[config.mk]
export PLATFORM = sky130hd
export DESIGN_NAME = pec_fifo
export DESIGN_NICKNAME = d
export VERILOG_FILES = /design/src/rtl/pec_pkg.sv /design/src/rtl/pec_fifo.sv
export SDC_FILE = /design/constraint.sdc
export NUM_CORES = 1
export LEC_CHECK = 0
export BUFFER_PORTS_ARGS = -buffer_cell sky130_fd_sc_hd__buf_2
export CORE_MARGIN = 2
export CORE_UTILIZATION = 50
export CTS_CLUSTER_SIZE = 25
export DETAILED_ROUTE_END_ITERATION = 10
export PLACE_DENSITY_LB_ADDON = 0.12
export SYNTH_ARGS = -nofsm -noshare
export SYNTH_HDL_FRONTEND = slang
export SYNTH_SLANG_ARGS = --single-unit
[constraint.sdc]
create_clock -name i_clk -period 1.97 [get_ports i_clk]
set_clock_uncertainty 0.2 [all_clocks]
set_input_delay 0.394 -clock i_clk [delete_from_list [all_inputs] [get_ports i_clk]]
set_output_delay 0.394 -clock i_clk [all_outputs]
set_load 0.05 [all_outputs]
[src/rtl/pec_pkg.sv]
// Package for the pair elastic collision block: fixed field widths,
// velocity lane indexes and queue sizing. No dependencies.
`default_nettype none

package pec_pkg;

    localparam int MASS_BITS   = 16;
    localparam int RAD_BITS    = 16;
    localparam int MSUM_BITS   = 17;

    localparam int LANES       = 4;
    localparam int LANE_V1X    = 0;
    localparam int LANE_V1Y    = 1;
    localparam int LANE_V2X    = 2;
    localparam int LANE_V2Y    = 3;

    localparam int QUEUE_DEPTH = 4;
    localparam int QPTR_BITS   = 2;
    localparam int QCNT_BITS   = 3;

    typedef logic [MASS_BITS-1:0] t_mass;
    typedef logic [RAD_BITS-1:0]  t_rad;

endpackage

`default_nettype wire

[src/rtl/pec_fifo.sv]
// Short queue of classified items between front and back.
// Depends on pec_pkg.
`default_nettype none

module pec_fifo import pec_pkg::*; #(
    parameter int WIDTH = 8
) (
    input  logic             i_clk,
    input  logic             i_rst_n,
    input  logic             i_push,
    input  logic [WIDTH-1:0] i_data,
    output logic             o_full,
    input  logic             i_pop,
    output logic             o_valid,
    output logic [WIDTH-1:0] o_data
);

    logic [WIDTH-1:0]     r_mem [QUEUE_DEPTH];
    logic [QPTR_BITS-1:0] r_wr, r_rd;
    logic [QCNT_BITS-1:0] r_cnt;

    assign o_full  = r_cnt == QCNT_BITS'(QUEUE_DEPTH);
    assign o_valid = r_cnt != '0;
    assign o_data  = r_mem[r_rd];

    always_ff @(posedge i_clk) begin
        if (!i_rst_n) begin
            r_wr  <= '0;
            r_rd  <= '0;
            r_cnt <= '0;
        end else begin
            if (i_push) begin
                r_mem[r_wr] <= i_data;
                r_wr        <= r_wr + 1'b1;
            end
            if (i_pop) begin
                r_rd <= r_rd + 1'b1;
            end
            if (i_push && !i_pop) begin
                r_cnt <= r_cnt + 1'b1;
            end else if (i_pop && !i_push) begin
                r_cnt <= r_cnt - 1'b1;
            end
        end
    end

endmodule

`default_nettype wire

== Word-level counts from Yosys, hierarchy flattened ==
Memories as Yosys holds them, arrays and structs flattened. A register that Yosys moved wholly into a read port is not among the register bits.
Cells that the tools add are included.

* Multiplexer cells: 7
* $add $sub $neg: 4
* Reductions and logical operators: 6
* Equal/unequal tests: 1

{| class="wikitable"
|+ Operators with widths
! operator !! number
|-
| $mux W3 || 2
|-
| $add A2 B1 Y2 const B || 2
|-
| $mux W2 || 2
|-
| $add A3 B1 Y3 const B || 1
|-
| $eq A3 B3 Y1 const B || 1
|-
| $mux W1 || 3
|-
| $reduce_bool A3 Y1 || 1
|-
| $sub A3 B1 Y3 const B || 1
|-
| $logic_and A1 B1 Y1 || 2
|-
| $logic_not A1 Y1 || 2
|-
| $reduce_bool A2 Y1 || 1
|}

* Bits in registers: 7
* Bits in writable memories: 32
* Bits of input ports: 12
* Memories kept: 1
* Output and inout bits: 10
* Logic and storage cells: 22

{| class="wikitable"
|+ Memory list
! memory !! depth !! bits a word !! rd ports !! clocked after memory_dff !! wr ports !! line !! RTL
|-
| r_mem || 4 || 8 || 1 || 1 || 1 || pec_fifo.sv:18 || <nowiki>logic [WIDTH-1:0] r_mem [QUEUE_DEPTH];</nowiki>
|}

== Longest topological paths before layout ==
* Depth in word-level cells: 4
* Mapped depth: 7
* Mapped depth without buffers: 7

== Worst setup path before layout ==
Ideal clock, no wire load.

* Path type: register to output
* From: register r_cnt[0]
* To: output o_full
* Setup slack: -122 ps
* Required time: 1376 ps
* Path buffers: 0
* Stages on the path, launching flop included: 2
* Data arrival time: 1498 ps
* Cell sequence: dfxtp_1 > nor3b_1

* Word-level cells in the longest chain between the ends: 1

{| class="wikitable"
|+ Ends and longest elaborated chain
! element !! line !! RTL
|-
| start: declaration || pec_fifo.sv:20 || <nowiki>logic [QCNT_BITS-1:0] r_cnt;</nowiki>
|-
| start signal: assignment || pec_fifo.sv:40 || <nowiki>r_cnt <= r_cnt + 1'b1;</nowiki>
|-
| start signal: assignment || pec_fifo.sv:42 || <nowiki>r_cnt <= r_cnt - 1'b1;</nowiki>
|-
| $eq A3 B3 Y1 || pec_fifo.sv:22 || <nowiki>assign o_full = r_cnt == QCNT_BITS'(QUEUE_DEPTH);</nowiki>
|-
| end: declaration || pec_fifo.sv:12 || <nowiki>output logic o_full,</nowiki>
|}

Every way passes these cells.

==> impl_metrics.env <==
export IMPL_outcome="complete, but fails checks"
export IMPL_violations="negative setup slack"
export IMPL_p_switching_w=0.000481
export IMPL_yosys_top_cells_count="edfxtp_1, dfxtp_1, mux4_2, and2_1, ha_1"
export IMPL_dp_hpwl_um=1620
export IMPL_grt_pass1_wl_um=3750
export IMPL_p_clk_frac=0.253
export IMPL_syn_num_nets=104
export IMPL_hp_start="i_data[1]"
export IMPL_final_core_util=0.630
export IMPL_fp_dieArea_sq_um=3690
export IMPL_first_pass_iters=4
export IMPL_hold_depth=1
export IMPL_wirelength_um=2410
export IMPL_holdPathEnd="r_mem[2][1]$_DFFE_PP_"
export IMPL_synth_seq_cells=41
export IMPL_synth_top_cell_area_share=0.598
export IMPL_seqPwrFrac=0.556
export IMPL_rrSetupSlack_ps=300
export IMPL_critPathMaxFanout=8
export IMPL_relSlewSlack=0.707
export IMPL_die_y_um=60.7
export IMPL_yosys_area_top_type="edfxtp_1"
export IMPL_insertion_delay_ps=330
export IMPL_ys_flop_type="edfxtp_1"
export IMPL_worstSetupEndpointType="output port"
export IMPL_synth_edff_count=32
export IMPL_post_synth_top_count_cell="edfxtp_1"
export IMPL_start_util=0.527
export IMPL_grt_total_usage=0.151
export IMPL_rsz0062_at_grt="true"
export IMPL_grt_start_max_net_pins=13
export IMPL_fmax_mhz=473
export IMPL_n_antenna_cell=0
export IMPL_h_tree_depth=2
export IMPL_ys_warn_count=0
export IMPL_synthTopCellsByArea="edfxtp_1, dfxtp_1, mux4_2"
export IMPL_nFillCells=259
export IMPL_cp_required_ps=1380
export IMPL_clockRootBuffer="clkbuf_4"
export IMPL_multi_input_area_sq_um=437
export IMPL_reg2reg_depth=4
export IMPL_gp_congestion=0.621
export IMPL_intPower_w=0.00133
export IMPL_cts_sinks=41
export IMPL_rows=20
export IMPL_ioPinCount=22
export IMPL_place_inst=152
export IMPL_syn_area_sq_um=1610
export IMPL_ir_drop_uv=567
export IMPL_rr_endpoint="r_cnt[2]$_SDFFE_PN0P_"
export IMPL_core_sq_um=3050
export IMPL_stdcell_count=160
export IMPL_final_hold_violation_count=0
export IMPL_die_w_um=60.7
export IMPL_ys_seq_area_frac=0.710
export IMPL_cts_tree="done"
export IMPL_ff_latch_area_sq_um=1140
export IMPL_postLayoutSetupSlackWorst_ps=-142
export IMPL_maxCapViolations=0
export IMPL_final_antenna_net_count=0
export IMPL_globalRoute_totalOverflow=0
export IMPL_hp_class="input port to flip-flop"
export IMPL_dpl_worst_slack_ps=-53.4
export IMPL_worstMarginPinSlew_ps=439
export IMPL_finalCritPeriodShare=1.07
export IMPL_grt_pass1_vias=801
export IMPL_fin_crit_ps=2110
export IMPL_numPortBuffers=21
export IMPL_critPathLaunchType="flip-flop"
export IMPL_cts_buffers=5
export IMPL_p_comb_frac=0.190
export IMPL_via_count=789
export IMPL_drt_iter0_drc=32
export IMPL_maxSlewViolCount=0
export IMPL_antenna_found_initial=0
export IMPL_vias_per_cell=4.93
export IMPL_power_leakage_nw=0.722
export IMPL_setup_viol=8
export IMPL_synthCells=86
export IMPL_reg2reg_from="r_cnt[0]$_SDFFE_PN0P_"
export IMPL_powerDensity_nw_per_um2=941
export IMPL_drive_gt1_frac=0.388
export IMPL_syn_avg_cell_area_sq_um=18.7
export IMPL_avgRoutedWirePerCell_um=15.1
export IMPL_drc_errors=0
export IMPL_area_growth_syn_to_layout_pct=19.5
export IMPL_arrival_ps=1520
export IMPL_nNetsFinal=133
export IMPL_crit_type="flip-flop to output port"
export IMPL_post_cts_buffers=0
export IMPL_ys_types=20
export IMPL_async_flop_share=0
export IMPL_clockBufferDepth=2
export IMPL_switching_share=0.266
export IMPL_clk_pin_slew_ps=100
## power groups by stage
stage / Sequential [W] / Clock [W] / Combinational (W)
after floorplan: 0.00101 / 0 / 0.000242
after global placement: 0.00102 / 0 / 0.000302
after detailed placement: 0.00102 / 0 / 0.000312
after CTS: 0.00101 / 0.000470 / 0.000344
after global routing: 0.00101 / 0.000508 / 0.000368
final: 0.00101 / 0.000458 / 0.000344
## cell type report
cell class	instances	share of cell area
sequential	41	0.596
multi-input combinational	38	0.227
timing repair buffer	25	0.104
clock buffer	7	0.0339
tap	44	0.0286
inverter	4	0.00781
clock inverter	1	0.00260
## logic make-up after synthesis
family | synth area share
flip-flops | 0.710
AND/OR/NAND/NOR | 0.0576
multiplexers | 0.125
buffers and inverters | 0.0218
adder cells (fa/ha/maj) | 0.0514
XOR/XNOR | 0.0272
AO/OA/AOI/OAI | 0.00778
## per-layer routing
metal / GRT usage / wire length [um] / up-vias
met1: 0.176 / 1030 / 387
met5: 0 / 0 / -
met2: 0.247 / 1250 / 16
met3: 0.0448 / 79 / 4
met4: 0.0932 / 51 / 0
li1: - / - / 382
## cells in the final DEF, fill, tap and decap left out, types with 2 or more instances in the layout
cell type  count
and2_1         5
mux4_2         8
inv_1          4
xnor2_1        2
buf_2         12
ha_1           5
and3_1         4
dfxtp_2        3
dfxtp_1        6
edfxtp_1      32
clkbuf_4       6
mux2i_1        2
buf_4          3
nor2b_1        2
xor2_1         3
buf_6          8
or3_1          2
clkbuf_8       2
## sequential cells by signal (all words and copies together) (netlist names), named ones only
name and flops:
r_mem 32, r_cnt 3, r_rd 2, r_wr 2
## critical path: stages, from the launching register on
cell,delay [ps]
dfxtp_2,360
buf_12,140
mux4_2,510
buf_6,170
## worst max-delay path by stage
stage | from | to | slack (ps)
floorplan | i_pop | r_cnt[2]$_SDFFE_PN0P_ | 140
global placement | i_pop | r_cnt[2]$_SDFFE_PN0P_ | 30
detailed placement | i_pop | r_cnt[2]$_SDFFE_PN0P_ | -50
CTS | flip-flop | o_data[0] | -160
global route | flip-flop | o_data[5] | -180
finish | flip-flop | o_data[0] | -140
## metrics by stage
| step | hold WS, ps | total power [W] | TNS (ps) | instance area [sq um] |
|---|---|---|---|---|
| 3_3_place_gp | 279 | 0.00133 | 0 | 1800 |
| 5_1_grt | 44.3 | 0.00189 | -1390 | 1920 |
| 2_1_floorplan | 259 | 0.00125 | 0 | 1610 |
| 6_report | 65.7 | 0.00181 | -1060 | 1920 |
| 4_1_cts | 51.6 | 0.00182 | -1200 | 1920 |
| 3_5_place_dp | 289 | 0.00134 | -53.4 | 1800 |
## what timing repair did
action / 4_1_cts / 5_1_grt
setup endpoints to repair: 8 / 9
resized for setup: 17 / 3
hold buffers: 0 / 0
pin swaps: 0 / 0
(Power assumes the default switching activity.)
